$ cat src/rtl/bws_pkg.sv
// Shared types and constants for the three-lane burst scheduler.
package bws_pkg;

  localparam int unsigned TASK_SLOTS  = 16;
  localparam int unsigned URG_RUN_MAX = 4;
  localparam int unsigned NRM_RUN_MAX = 2;
  localparam int unsigned NUM_LANES   = 3;

  localparam int unsigned IDX_W = $clog2(TASK_SLOTS);
  localparam int unsigned CNT_W = $clog2(TASK_SLOTS + 1);
  localparam int unsigned POS_W = CNT_W + 1;
  localparam int unsigned UR_W  = $clog2(URG_RUN_MAX + 1);
  localparam int unsigned NR_W  = $clog2(NRM_RUN_MAX + 1);

  localparam logic [31:0] MAX_TASKS_RST = 32'd16;
  localparam logic [31:0] MAX_BYTES_RST = 32'd1048576;

  localparam logic REG_MAX_TASKS = 1'b0;
  localparam logic REG_MAX_BYTES = 1'b1;

  typedef enum logic [1:0] {
    FUNC_SUBMIT   = 2'd0,
    FUNC_DISPATCH = 2'd1,
    FUNC_COMPLETE = 2'd2,
    FUNC_INVALID  = 2'd3
  } func_e;

  typedef enum logic [1:0] {
    LANE_BG      = 2'd0,
    LANE_NORMAL  = 2'd1,
    LANE_URGENT  = 2'd2,
    LANE_INVALID = 2'd3
  } lane_e;

  typedef enum logic [2:0] {
    ST_OK      = 3'd0,
    ST_INVALID = 3'd1,
    ST_BUDGET  = 3'd2,
    ST_FULL    = 3'd3,
    ST_EMPTY   = 3'd4
  } status_e;

  typedef struct packed {
    logic [15:0] tag;
    logic [31:0] cost;
    logic [31:0] id;
  } entry_t;

  typedef struct packed {
    logic   push;
    logic   pop;
    entry_t entry;
  } lane_cmd_t;

  typedef struct packed {
    logic [CNT_W-1:0] count;
    entry_t           head;
  } lane_stat_t;

  typedef struct packed {
    func_e       func;
    lane_e       priority_req;
    logic [31:0] cost_bytes;
    logic [15:0] job_tag;
  } req_t;

  typedef struct packed {
    status_e     status;
    logic [31:0] task_id;
    logic [15:0] out_tag;
    logic [1:0]  out_lane;
    logic [31:0] out_cost;
    logic [4:0]  waiting_tasks;
    logic [31:0] waiting_bytes;
    logic [15:0] running_tasks;
  } rsp_t;

endpackage

$ cat src/rtl/bws_lane_fifo.sv
// One lane's circular task store with head pointer and fill count.
module bws_lane_fifo (
  input  logic                clk_i,
  input  logic                rst_ni,
  input  bws_pkg::lane_cmd_t  cmd_i,
  output bws_pkg::lane_stat_t stat_o
);
  import bws_pkg::*;

  entry_t           mem_q [TASK_SLOTS];
  logic [IDX_W-1:0] head_q, head_d;
  logic [CNT_W-1:0] count_q, count_d;
  logic [POS_W-1:0] pos_sum;
  logic [POS_W-1:0] tail;

  always_comb begin
    pos_sum = POS_W'(head_q) + POS_W'(count_q);
    // wrap the tail position without a modulo
    tail = (pos_sum >= POS_W'(TASK_SLOTS)) ? pos_sum - POS_W'(TASK_SLOTS) : pos_sum;
  end

  always_comb begin
    head_d  = head_q;
    count_d = count_q;
    if (cmd_i.pop) begin
      head_d = (head_q == IDX_W'(TASK_SLOTS - 1)) ? '0 : head_q + IDX_W'(1);
    end
    if (cmd_i.push && !cmd_i.pop) begin
      count_d = count_q + CNT_W'(1);
    end else if (cmd_i.pop && !cmd_i.push) begin
      count_d = count_q - CNT_W'(1);
    end
  end

  always_ff @(posedge clk_i or negedge rst_ni) begin
    if (!rst_ni) begin
      head_q  <= '0;
      count_q <= '0;
    end else begin
      head_q  <= head_d;
      count_q <= count_d;
    end
  end

  always_ff @(posedge clk_i) begin
    if (cmd_i.push) begin
      mem_q[tail[IDX_W-1:0]] <= cmd_i.entry;
    end
  end

  assign stat_o.count = count_q;
  assign stat_o.head  = mem_q[head_q];

endmodule

$ cat config.mk
export PLATFORM = sky130hd
export DESIGN_NAME = bws_lane_fifo
export DESIGN_NICKNAME = d
export VERILOG_FILES = /design/src/rtl/bws_pkg.sv /design/src/rtl/bws_lane_fifo.sv
export SDC_FILE = /design/constraint.sdc
export NUM_CORES = 1
export LEC_CHECK = 0
export ABC_CLOCK_PERIOD_IN_PS = 7620
export BUFFER_PORTS_ARGS = -buffer_cell sky130_fd_sc_hd__buf_4
export CAP_MARGIN = 15
export CORE_AREA = 2 2 315 317
export CTS_BUF_LIST = sky130_fd_sc_hd__clkbuf_8
export DETAILED_ROUTE_END_ITERATION = 10
export DIE_AREA = 0 0 317 319
export GPL_TIMING_DRIVEN = 0
export PLACE_DENSITY_LB_ADDON = 0.1
export SYNTH_ARGS = -nofsm -noshare
export SYNTH_HDL_FRONTEND = slang
export SYNTH_SLANG_ARGS = --single-unit
$ cat constraint.sdc
create_clock -name clk_i -period 7.62 [get_ports clk_i]
set_input_delay 1.524 -clock clk_i [delete_from_list [all_inputs] [get_ports clk_i]]
set_output_delay 1.524 -clock clk_i [all_outputs]
set_load 0.01 [all_outputs]
==> flow_metrics.tcl <==
set metrics [dict create \
    outcome "completed" \
    max_slew_margin 0.233 \
    gr-max-usage-layer "met2" \
    clock_tree.buffer_depth 3 \
    p_sw_w 0.00804 \
    synthesis.instances 2040 \
    synth-edff-count 1280 \
    mappedNetlistArea_um2 48500 \
    post-route-util 0.576 \
    antenna_found_initial 11 \
    hold-worst-slack_ns 0.493 \
    clockRootBuffer "clkbuf_8" \
    seq_area_frac_synth 0.797 \
    cts.htree.levels 4 \
    hpwlAfterDp_um 73300 \
    detail_route.iter0.violations 2157 \
    timing.reg2reg.setup_slack_ns 3.96 \
    setup-violations-final 0 \
    starting_density 0.496 \
    route.vias.total 23000 \
    syn_nets 2134 \
    sequentialPowerShare 0.421 \
    tritoncts "done" \
    top_count_cell_post_synth "edfxtp_1" \
    timing.final.hold_violations 0 \
    power.leakage_nw 18.2 \
    grt_use_met2 0.396 \
    post-layout-total-power_w 0.0240 \
    synth_largest_area_cell "edfxtp_1" \
    first_global_vias 24300 \
    tritoncts.num_buffers 198 \
    wl_per_cell_um 29.6 \
    vdd.ir_drop.worst_uv 236 \
    die-area_um2 101000 \
    vias_per_cell 5.87 \
    groute.usage.overall 0.234 \
    cp_data_required_time_ns 6.10 \
    grt_overflow_total 0 \
    ff_to_ff_path_depth 9 \
    finalMaxSlewViolations 0 \
    placed_cells 3559 \
    maxClockFrequency_mhz 184 \
    clock_skew_ns 0.0269 \
    multiInputGateArea_um2 9380 \
    synth_top_area_share 0.793 \
    ys_dominant_reg_cell "edfxtp_1" \
    final_cell_count_without_fillers 3916 \
    clk-insertion-delay-late_ns 0.85 \
    clk_pin_slew_worst_paths_ns 0.06 \
    io_buffer_count 168 \
    crit-reg2reg-launch "count_q[0]" \
    routability_congestion 0.731 \
    drv.max_cap_violation_count 0 \
    count_of_hold_buffers_inserted_by_post_cts_repair 0 \
    routed_wirelength_um 116000 \
    power.density_cell_area_nw_per_um2 426 \
    antenna_left 0 \
    area.sequential_um2 38700 \
    die_y_um 319 \
    ys_ff_latch 1289 \
    end_of_the_worst_register_to_register_path "mem_q[11][55]" \
    timing_worst_slew_pin_value_ns 1.15 \
    crit_start "head_q[1]" \
    worstSetupStartpointType "flop" \
    power_frac_clock 0.209 \
    final_critical_delay_including_setup_and_external_delays_ns 5.45 \
    drc 0 \
    internal_power_w 0.0159 \
    end_kind "output pin" \
    globalRouteMet1Util 0.309 \
    num-fill-cells 7171 \
    core_area_um2 97700 \
    ys.warnings.count 0 \
    timing.setup.critical_path_class "flop to output pin" \
    grt_max_degree 24 \
    async_flop_share 0.00698 \
    area_growth_pct 16.1 \
    die_w_um 317 \
    syn_area_per_cell_um2 23.8 \
    maximum_fanout_count_along_the_critical_path 10 \
    fin_crit_sh 0.715 \
    netlist_top_cells_area "edfxtp_1 79%, mux4_2 15%, a22oi_1 2.5%" \
    gr-usage-met3 0.0474 \
    setup.worst_path.end "stat_o[8]" \
    power.switching_fraction 0.335 \
    post_cts_buffers 0 \
    hold_path.class "primary input to asynchronous set/reset pin" \
    yosys-top-cells-count "1280 x edfxtp_1, 320 x mux4_2, 160 x a22oi_1" \
    post_route_cells_drive_above_1_share 0.319 \
    row_count 115 \
    synth.distinct_cells 32 \
    top_level_ports 169 \
    worstPathArrival_ns 3.92 \
    sink_count 1289 \
    drt_pass1_iterations 5 \
    cts_resized 0 \
    grt_first_pass_wirelength_um 166000 \
    nets 2566 \
    rsz0062_at_grt "false" \
    comb_power_share 0.369 \
]
==> how the worst min path moves through the flow <==
stage	endpoint	cells after the start	from
2_1_floorplan	count_q[2]	2	count_q[2]
3_3_place_gp	count_q[2]	2	count_q[2]
3_5_place_dp	count_q[2]	2	count_q[2]
4_1_cts	count_q[4]	1	rst_ni
5_1_grt	count_q[4]	1	rst_ni
6_report	head_q[0]	1	rst_ni
==> cell usage in the layout (no fill, tap or decap), drive strengths merged, types with 5 or more instances in the layout <==
master,n
a21oi,5
a22oi,160
buf,295
clkbuf,249
clkinv,68
clkinvlp,10
dfrtp,9
diode,9
edfxtp,1280
ha,8
inv,69
mux2i,5
mux4,320
nand2,86
nor2,21
o21ai,5
xnor2,5
==> logic make-up after synthesis <==
| family | count (synthesis) | synth area share |
|---|---|---|
| simple gates | 118 | 0.00970 |
| flops | 1289 | 0.797 |
| mux | 328 | 0.150 |
| buf+inv | 112 | 0.0117 |
| compound gates | 175 | 0.0266 |
| xor+xnor | 8 | 0.00145 |
| fa+ha+maj | 10 | 0.00289 |
==> worst max-delay path: stages (launching register included) <==
cell and delay [ns]:
dfrtp_1 0.46, buf_2 0.36, buf_2 0.45, buf_1 0.71, mux4_2 0.44, a22oi_1 0.23
nand2_1 0.21, buf_4 0.20
==> cell type report <==
cell class | instances | area share
well taps | 1287 | 0.0286
diodes | 9 | 0.000400
multi-input cells | 639 | 0.167
clock inverters | 146 | 0.0112
flip-flops and latches | 1289 | 0.687
repair buffers | 232 | 0.0470
clock buffers | 202 | 0.0494
inverters | 2 | 0.000133
plain buffers | 110 | 0.00993
==> routing by layer <==
layer / up-vias / share of wire
li1: 9702 / -
met1: 12300 / 0.40
met2: 791 / 0.52
met3: 183 / 0.061
met4: 10 / 0.020
met5: - / 0.00052
==> sequential cells by signal, indices dropped and copies added, names as in the netlist <==
| register | flops |
|---|---|
| count_q | 5 |
| mem_q | 1280 |
| head_q | 4 |
==> stage by stage <==
| step | TNS [ns] | area (µm²) | setup slack (ns) |
|---|---|---|---|
| floorplan | 0 | 48500 | 1.73 |
| global placement | -3388.67 | 51400 | -3.16 |
| detailed placement | 0 | 52900 | 3.01 |
| CTS | 0 | 56300 | 2.06 |
| global route | 0 | 56300 | 2.00 |
| finish | 0 | 56300 | 2.17 |
==> power by group through the flow <==
stage               sequential, W  clock, W  combinational, W
global placement           0.0108         0           0.00815
CTS                        0.0101   0.00515           0.00907
floorplan                  0.0104         0           0.00487
global route               0.0102   0.00545           0.00940
detailed placement         0.0103         0           0.00905
finish                     0.0101   0.00502           0.00884
Power figures use the tool's default switching activity.
