**src/rtl/bws_pkg.sv**
```systemverilog
// Shared types and constants for the three-lane burst scheduler.
package bws_pkg;

  localparam int unsigned TASK_SLOTS  = 16;
  localparam int unsigned URG_RUN_MAX = 4;
  localparam int unsigned NRM_RUN_MAX = 2;
  localparam int unsigned NUM_LANES   = 3;

  localparam int unsigned IDX_W = $clog2(TASK_SLOTS);
  localparam int unsigned CNT_W = $clog2(TASK_SLOTS + 1);
  localparam int unsigned POS_W = CNT_W + 1;
  localparam int unsigned UR_W  = $clog2(URG_RUN_MAX + 1);
  localparam int unsigned NR_W  = $clog2(NRM_RUN_MAX + 1);

  localparam logic [31:0] MAX_TASKS_RST = 32'd16;
  localparam logic [31:0] MAX_BYTES_RST = 32'd1048576;

  localparam logic REG_MAX_TASKS = 1'b0;
  localparam logic REG_MAX_BYTES = 1'b1;

  typedef enum logic [1:0] {
    FUNC_SUBMIT   = 2'd0,
    FUNC_DISPATCH = 2'd1,
    FUNC_COMPLETE = 2'd2,
    FUNC_INVALID  = 2'd3
  } func_e;

  typedef enum logic [1:0] {
    LANE_BG      = 2'd0,
    LANE_NORMAL  = 2'd1,
    LANE_URGENT  = 2'd2,
    LANE_INVALID = 2'd3
  } lane_e;

  typedef enum logic [2:0] {
    ST_OK      = 3'd0,
    ST_INVALID = 3'd1,
    ST_BUDGET  = 3'd2,
    ST_FULL    = 3'd3,
    ST_EMPTY   = 3'd4
  } status_e;

  typedef struct packed {
    logic [15:0] tag;
    logic [31:0] cost;
    logic [31:0] id;
  } entry_t;

  typedef struct packed {
    logic   push;
    logic   pop;
    entry_t entry;
  } lane_cmd_t;

  typedef struct packed {
    logic [CNT_W-1:0] count;
    entry_t           head;
  } lane_stat_t;

  typedef struct packed {
    func_e       func;
    lane_e       priority_req;
    logic [31:0] cost_bytes;
    logic [15:0] job_tag;
  } req_t;

  typedef struct packed {
    status_e     status;
    logic [31:0] task_id;
    logic [15:0] out_tag;
    logic [1:0]  out_lane;
    logic [31:0] out_cost;
    logic [4:0]  waiting_tasks;
    logic [31:0] waiting_bytes;
    logic [15:0] running_tasks;
  } rsp_t;

endpackage

```
**src/rtl/bws_ctrl.sv**
```systemverilog
// Admission checks, lane selection and the scheduler's scalar state.
module bws_ctrl (
  input  logic                clk_i,
  input  logic                rst_ni,
  input  logic                go_i,
  input  bws_pkg::req_t       req_i,
  input  bws_pkg::lane_stat_t lane_i [bws_pkg::NUM_LANES],
  input  logic [4:0]          max_tasks_i,
  input  logic [31:0]         max_bytes_i,
  output bws_pkg::lane_cmd_t  lane_cmd_o [bws_pkg::NUM_LANES],
  output bws_pkg::rsp_t       rsp_o
);
  import bws_pkg::*;

  logic [CNT_W-1:0] queued_count_q, queued_count_d;
  logic [31:0]      queued_sum_q, queued_sum_d;
  logic [15:0]      running_q, running_d;
  logic [31:0]      next_id_q, next_id_d;
  logic [UR_W-1:0]  urgent_run_q, urgent_run_d;
  logic [NR_W-1:0]  normal_run_q, normal_run_d;

  logic [CNT_W-1:0] sel_cnt;
  logic [31:0]      room;
  logic             slots_full;
  logic             lane_full;
  logic             u_has, n_has, b_has;
  logic             urg_sel, nrm_sel, bg_sel;
  logic             push_ok;
  lane_e            disp_lane;
  entry_t           disp_head;

  always_comb begin
    unique case (req_i.priority_req)
      LANE_BG:      sel_cnt = lane_i[LANE_BG].count;
      LANE_NORMAL:  sel_cnt = lane_i[LANE_NORMAL].count;
      LANE_URGENT:  sel_cnt = lane_i[LANE_URGENT].count;
      LANE_INVALID: sel_cnt = '0;
    endcase
  end

  always_comb begin
    room       = (max_bytes_i > queued_sum_q) ? max_bytes_i - queued_sum_q : '0;
    slots_full = (32'(queued_count_q) >= 32'(max_tasks_i)) ||
                 (32'(queued_count_q) >= 32'(TASK_SLOTS));
    lane_full  = 32'(sel_cnt) >= 32'(TASK_SLOTS);
  end

  // urgent wins until its burst is spent, unless it is the only lane left
  always_comb begin
    u_has   = lane_i[LANE_URGENT].count != '0;
    n_has   = lane_i[LANE_NORMAL].count != '0;
    b_has   = lane_i[LANE_BG].count != '0;
    urg_sel = u_has && ((urgent_run_q < UR_W'(URG_RUN_MAX)) || (!n_has && !b_has));
    nrm_sel = !urg_sel && n_has && ((normal_run_q < NR_W'(NRM_RUN_MAX)) || !b_has);
    bg_sel  = !urg_sel && !nrm_sel && b_has;
    priority if (urg_sel) begin
      disp_lane = LANE_URGENT;
      disp_head = lane_i[LANE_URGENT].head;
    end else if (nrm_sel) begin
      disp_lane = LANE_NORMAL;
      disp_head = lane_i[LANE_NORMAL].head;
    end else begin
      disp_lane = LANE_BG;
      disp_head = lane_i[LANE_BG].head;
    end
  end

  always_comb begin
    queued_count_d = queued_count_q;
    queued_sum_d   = queued_sum_q;
    running_d      = running_q;
    next_id_d      = next_id_q;
    urgent_run_d   = urgent_run_q;
    normal_run_d   = normal_run_q;
    push_ok        = 1'b0;
    rsp_o.status   = ST_INVALID;
    rsp_o.task_id  = '0;
    rsp_o.out_tag  = '0;
    rsp_o.out_lane = '0;
    rsp_o.out_cost = '0;
    for (int l = 0; l < NUM_LANES; l++) begin
      lane_cmd_o[l].push  = 1'b0;
      lane_cmd_o[l].pop   = 1'b0;
      lane_cmd_o[l].entry = '{tag: req_i.job_tag, cost: req_i.cost_bytes, id: next_id_q};
    end

    unique case (req_i.func)
      FUNC_SUBMIT: begin
        priority if (req_i.cost_bytes == '0) begin
          rsp_o.status = ST_INVALID;
        end else if (req_i.cost_bytes > max_bytes_i) begin
          rsp_o.status = ST_BUDGET;
        end else if (req_i.priority_req == LANE_INVALID) begin
          rsp_o.status = ST_INVALID;
        end else if (slots_full || (req_i.cost_bytes > room) || lane_full) begin
          rsp_o.status = ST_FULL;
        end else begin
          push_ok        = 1'b1;
          rsp_o.status   = ST_OK;
          rsp_o.task_id  = next_id_q;
          rsp_o.out_lane = req_i.priority_req;
          next_id_d      = (next_id_q == '1) ? 32'd1 : next_id_q + 32'd1;
          queued_count_d = queued_count_q + CNT_W'(1);
          queued_sum_d   = queued_sum_q + req_i.cost_bytes;
        end
        for (int l = 0; l < NUM_LANES; l++) begin
          lane_cmd_o[l].push = go_i && push_ok && (req_i.priority_req == lane_e'(l));
        end
      end
      FUNC_DISPATCH: begin
        if (!(urg_sel || nrm_sel || bg_sel)) begin
          rsp_o.status = ST_EMPTY;
        end else begin
          rsp_o.status   = ST_OK;
          rsp_o.task_id  = disp_head.id;
          rsp_o.out_tag  = disp_head.tag;
          rsp_o.out_cost = disp_head.cost;
          rsp_o.out_lane = disp_lane;
          queued_count_d = queued_count_q - CNT_W'(1);
          queued_sum_d   = queued_sum_q - disp_head.cost;
          if (running_q != '1) running_d = running_q + 16'd1;
          unique case (disp_lane)
            LANE_URGENT: begin
              if (urgent_run_q < UR_W'(URG_RUN_MAX)) urgent_run_d = urgent_run_q + UR_W'(1);
            end
            LANE_NORMAL: begin
              urgent_run_d = '0;
              if (normal_run_q < NR_W'(NRM_RUN_MAX)) normal_run_d = normal_run_q + NR_W'(1);
            end
            LANE_BG, LANE_INVALID: begin
              urgent_run_d = '0;
              normal_run_d = '0;
            end
          endcase
          for (int l = 0; l < NUM_LANES; l++) begin
            lane_cmd_o[l].pop = go_i && (disp_lane == lane_e'(l));
          end
        end
      end
      FUNC_COMPLETE: begin
        if (running_q != '0) begin
          rsp_o.status = ST_OK;
          running_d    = running_q - 16'd1;
        end
      end
      FUNC_INVALID: begin
        rsp_o.status = ST_INVALID;
      end
    endcase

    rsp_o.waiting_tasks = 5'(queued_count_d);
    rsp_o.waiting_bytes = queued_sum_d;
    rsp_o.running_tasks = running_d;
  end

  always_ff @(posedge clk_i or negedge rst_ni) begin
    if (!rst_ni) begin
      queued_count_q <= '0;
      queued_sum_q   <= '0;
      running_q      <= '0;
      next_id_q      <= 32'd1;
      urgent_run_q   <= '0;
      normal_run_q   <= '0;
    end else if (go_i) begin
      queued_count_q <= queued_count_d;
      queued_sum_q   <= queued_sum_d;
      running_q      <= running_d;
      next_id_q      <= next_id_d;
      urgent_run_q   <= urgent_run_d;
      normal_run_q   <= normal_run_d;
    end
  end

endmodule

```
**config.mk**
```make
export PLATFORM = sky130hd
export DESIGN_NAME = bws_ctrl
export DESIGN_NICKNAME = d
export VERILOG_FILES = /design/src/rtl/bws_pkg.sv /design/src/rtl/bws_ctrl.sv
export SDC_FILE = /design/constraint.sdc
export NUM_CORES = 1
export LEC_CHECK = 0
export BUFFER_PORTS_ARGS = -buffer_cell sky130_fd_sc_hd__buf_2
export CORE_AREA = 2 2 282 284
export DETAILED_ROUTE_END_ITERATION = 10
export DIE_AREA = 0 0 284 286
export GPL_TIMING_DRIVEN = 0
export MAX_ROUTING_LAYER = met4
export PLACE_DENSITY_LB_ADDON = 0.25
export SLEW_MARGIN = 20
export SYNTH_ARGS = -nofsm -noshare
export SYNTH_HDL_FRONTEND = slang
export SYNTH_SLANG_ARGS = --single-unit
```
**constraint.sdc**
```tcl
create_clock -name clk_i -period 9.25 [get_ports clk_i]
set_clock_uncertainty 0.1 [all_clocks]
set_input_delay 0 -clock clk_i [delete_from_list [all_inputs] [get_ports clk_i]]
set_output_delay 0 -clock clk_i [all_outputs]
set_load 0.01 [all_outputs]
```
==> results.cfg, run 1 <==
[outcome]
status = aborted with a tool error
haltStage = detailed routing
tool.error = [ERROR DRT-0255] Maze Route cannot find path of net lane_i[62] in worker of routeBox ( 241500 96600 ) ( 284000 144900 ).

[clock_tree]
clock-sinks = 90
cts.repair.resized = 0
cts_setup_buffers = 0
numCtsBuffers = 9
htree_levels = 3
cts_hold_buffers = 2
clock_path_buffers = 2
root_buffer = clkbuf_16

[yosys]
ys_types = 86
synth_area_mm2 = 0.01620
synth-adder-area-share = 0.1373
synth_top_area_cell = dfrtp_1
synthTopCellsByArea = dfrtp_1 14%, ha_1 13%, buf_4 9.7%, a21oi_1 6.6%, nor2_1 5.4%
synth_nets = 2750
ys_warn_count = 0
synth-simple-area-share = 0.1911
syn_area_per_cell_um2 = 7.275
synth_edf_count = 0
netlist_instances = 2227
yosysTopAreaCellShare = 0.1375
yosysSeqAreaShare = 0.1391
synth_xor_area_frac = 0.05892
async_flop_share = 1.000
synth-main-ff-cell = dfrtp_1
synth_top_family_by_area = compound AO/OA/AOI/OAI gates
synth_mux_area_frac = 0.06796
synth-seq-cells = 90
synth_compound_area_frac = 0.2552

[placement]
placed_area_mm2 = 0.02114
dpl.hpwl_um = 73790
io_buffers = 714
globalplace.congestion = 0.9039
dp_slack_ps = 1521

[global_routing]
grt_max_degree = 47
antenna_found_initial = 10
gr-total-overflow = 0
grt_pass1_vias = 17890
grt_pass1_wl_um = 123600
track_usage = 0.2114

[floorplan]
io_pins = 731
die_w_um = 284
start_util = 0.2068
rows = 103
die_h_um = 286
## through the flow
step                std cells    util
global route             4017  0.2740
CTS                      4011  0.2738
detailed placement       3993  0.2697
global placement         3991  0.2691
floorplan                2227       -
## per-layer routing
metal and GRT usage:
met1 0.2886, met3 0.03732, met5 -, met4 0.04632, met2 0.3244
## Yosys cell counts (6+ instances only)
| cell | count |
|---|---|
| nor2_1 | 235 |
| a21oi_1 | 215 |
| buf_4 | 210 |
| nand2_1 | 186 |
| ha_1 | 173 |
| inv_1 | 123 |
| o21ai_0 | 123 |
| dfrtp_1 | 89 |
| mux2i_1 | 86 |
| xnor2_1 | 79 |
| clkbuf_1 | 69 |
| a21o_1 | 66 |
| nand3_1 | 52 |
| nand4_1 | 39 |
| a211oi_1 | 33 |
| nor3_1 | 32 |
| xor2_1 | 30 |
| a31oi_1 | 25 |
| a22oi_1 | 20 |
| mux2_2 | 20 |
| nor4_1 | 20 |
| o22ai_1 | 19 |
| and3_1 | 18 |
| buf_2 | 17 |
| and2_1 | 15 |
| nand2b_1 | 14 |
| nor2b_1 | 14 |
| o211ai_1 | 14 |
| o21a_1 | 14 |
| o21bai_1 | 10 |
| or3_1 | 10 |
| a22o_1 | 9 |
| o31ai_1 | 9 |
| or2_2 | 8 |
| a222oi_1 | 7 |
| buf_1 | 7 |
| o221ai_1 | 7 |
| o21ai_1 | 6 |
| or4_1 | 6 |
## logic make-up after synthesis
logic type	count (synthesis)
compound gates	647
xor+xnor	109
fa+ha+maj	176
buf+inv	430
flops	90
mux	107
simple gates	668
==> run 2, diff against run 1 <==
--- a/config.mk
+++ b/config.mk
@@ -6,12 +6,11 @@
 export NUM_CORES = 1
 export LEC_CHECK = 0
 export BUFFER_PORTS_ARGS = -buffer_cell sky130_fd_sc_hd__buf_2
-export CORE_AREA = 2 2 282 284
+export CORE_AREA = 2 2 281 283
 export DETAILED_ROUTE_END_ITERATION = 10
-export DIE_AREA = 0 0 284 286
+export DIE_AREA = 0 0 283 285
 export GPL_TIMING_DRIVEN = 0
-export MAX_ROUTING_LAYER = met4
-export PLACE_DENSITY_LB_ADDON = 0.25
+export PLACE_DENSITY_LB_ADDON = 0.15
 export SLEW_MARGIN = 20
 export SYNTH_ARGS = -nofsm -noshare
 export SYNTH_HDL_FRONTEND = slang
==> results.cfg, run 2 <==
[floorplan]
die-area_mm2 = 0.08066
core_area_mm2 = 0.07797
die_h_um = 285
start_util = 0.2078
rows = 103
die_w_um = 283
io_pins = 731

[placement]
io_buffers = 714
globalplace.congestion = 0.8643
dpl.hpwl_um = 72760

[power_and_ir_drop]
p_switching_mw = 2.932
power.density_mw_per_mm2 = 249.9
pwr-share-clk = 0.090
internal-power_mw = 2.445
swShare = 0.5453
p_leak_nw = 10.91
p_comb_frac = 0.784
power_frac_seq = 0.126
vdd_ir_drop_max_mv = 0.09313

[yosys]
syn_area_per_cell_um2 = 7.275
synth_area_mm2 = 0.01620
async_flop_share = 1.000
yosysTopAreaCellShare = 0.1375
synth-main-ff-cell = dfrtp_1
yosysSeqAreaShare = 0.1391
ys_warn_count = 0
synth-seq-cells = 90
post-synth-top-count-cell = nor2_1
synth_edf_count = 0
netlist_instances = 2227
synth_top_cells_by_count = 235 x nor2_1, 215 x a21oi_1, 210 x buf_4, 186 x nand2_1, 173 x ha_1
synth_top_area_cell = dfrtp_1
synth_nets = 2750
synthTopCellsByArea = dfrtp_1 14%, ha_1 13%, buf_4 9.7%, a21oi_1 6.6%, nor2_1 5.4%
ys_types = 86

[clock_tree]
numCtsBuffers = 9
htree_levels = 3
root_buffer = clkbuf_16
clock-sinks = 90
cts.repair.resized = 0
path_clk_slew_ps = 80
clk_latency_ps = 380
clock_path_buffers = 2
tritoncts = built

[drt]
dr.first_iter.drc_count = 1188
antenna_left = 0
viasPerCell = 4.681
firstDrtPassIters = 5
post-route-drc-count = 0
wl_um = 86000
wl_per_cell_um = 21.44
vias = 18780

[sta]
min_period_ps = 8177
slew_viol_final = 0
hold_violations = 0
max_freq_mhz = 122.3
max_slew.worst_pin.slew_ps = 1139
tns_ps = 0
setup_viol = 0
rsz0062_at_grt = false
min_period_over_period = 0.8840
slew_headroom = 0.2407
hold_slack_ps = 25.83

[finish]
syn2layout_area_growth_pct = 32.80
nNetsFinal = 3479
final_common_cell = buf_2
top_regs = next_id_q: 32 flops, queued_sum_q: 32 flops, running_q: 16 flops
final_cell_mix = 731 x buf_2, 234 x nor2_1, 215 x a21oi_1
diodes = 0
final_core_util = 0.2760
drive_gt1_frac = 0.3421

[setup_path]
cp_max_fo = 10
cp-end-kind = output pin
crit_arrival_ps = 8080
required_ps = 9150
cp-start-kind = flip-flop
crit_type = flip-flop to output pin

[global_routing]
grt_pass1_vias = 17830
grt_max_degree = 47
antenna_found_initial = 9
gr-total-overflow = 0
track_usage = 0.2028
grt_pass1_wl_um = 121800

[outcome]
status = finished, final reports clean

[worst_hold_path]
worst_hold_path_type = input port to asynchronous set/reset pin

[job]
max_cap_violations = 0
-- run 2: final timing paths --
check	start	to	slack, ps	cells past startpoint
worst max-delay path	queued_sum_q[0]	rsp_o[120]	1070	26
worst min-delay path	rst_ni	running_q[4]	30	2
worst max register to register	queued_sum_q[0]	next_id_q[11]	1460	26
worst min register to register	normal_run_q[0]	normal_run_q[0]	390	1
max in group asynchronous	rst_ni	queued_sum_q[18]	8350	3
min in group clk_i	lane_i[165]	normal_run_q[0]	30	5
-- run 2: worst max-delay path, stage by stage, from the launching register on --
cell       delay, ps
dfrtp_1          510
ha_1             230
inv_1             50
fa_1             410
a21o_1           220
a21o_1           220
a2111oi_2        450
o21ai_1          170
a41oi_1          440
nand2b_1         240
a21oi_1          210
a221oi_1         380
a31oi_1          220
buf_2            290
nand2_1           80
ha_1             160
nand4_1          210
nor4_1           580
nor3b_2          340
a31oi_1          200
nor4b_4          430
o211a_1          250
buf_2            360
buf_2            350
nand2_1           80
o21ai_0          320
buf_2            270
-- run 2: kinds of logic (layout without fill, tap and decap cells) --
family                   after synthesis  in the layout  share of synthesized area
adder cells (fa/ha/maj)              176            176                     0.1373
buffers and inverters                430           1164                     0.1505
XOR/XNOR                             109            109                    0.05892
flip-flops                            90             90                     0.1391
multiplexers                         107            107                    0.06796
AO/OA/AOI/OAI                        647            647                     0.2552
AND/OR/NAND/NOR                      668            668                     0.1911
-- run 2: power by group through the flow --
stage                     Sequential, mW  Clock [mW]  Combinational [mW]
final                              0.677       0.482                4.22
after global routing               0.700       0.505                4.67
after CTS                          0.679       0.494                4.22
after detailed placement           0.687           0                4.20
after global placement             0.688           0                4.23
after floorplan                    0.615           0                2.89
-- run 2: layout make-up --
cell class                 count  area (um2)
fill                        8771       56450
clock inverter                 6       118.9
clock buffer                  10       239.0
buffer                       305        1971
tap                         1050        1314
sequential                    90        2253
inverter                     125       469.2
timing repair buffer         718        3638
multi-input combinational   1707       11510
-- run 2: repair_timing --
item                      in CTS  in global routing
buffers inserted               0                  0
hold buffers                   2                  0
hold endpoints to repair      91                  0
-- run 2: routing by layer --
| layer | share of wire | global-route usage |
|---|---|---|
| met1 | 0.47 | 0.2815 |
| met2 | 0.45 | 0.3251 |
| met3 | 0.062 | 0.04184 |
| met4 | 0.016 | 0.03750 |
| met5 | 0.00094 | 0 |
-- run 2: per-stage QoR --
stage | power (mW) | cells | area, um2 | setup slack, ps
global placement | 4.913 | 3991 | 21090 | 1427
detailed placement | 4.884 | 3993 | 21140 | 1421
floorplan | 3.510 | 2227 | 16200 | 3492
finish | 5.377 | 4011 | 21520 | 1073
global route | 5.874 | 4011 | 21520 | 342.3
CTS | 5.398 | 4011 | 21520 | 966.3
Power figures use the tool's default switching activity.
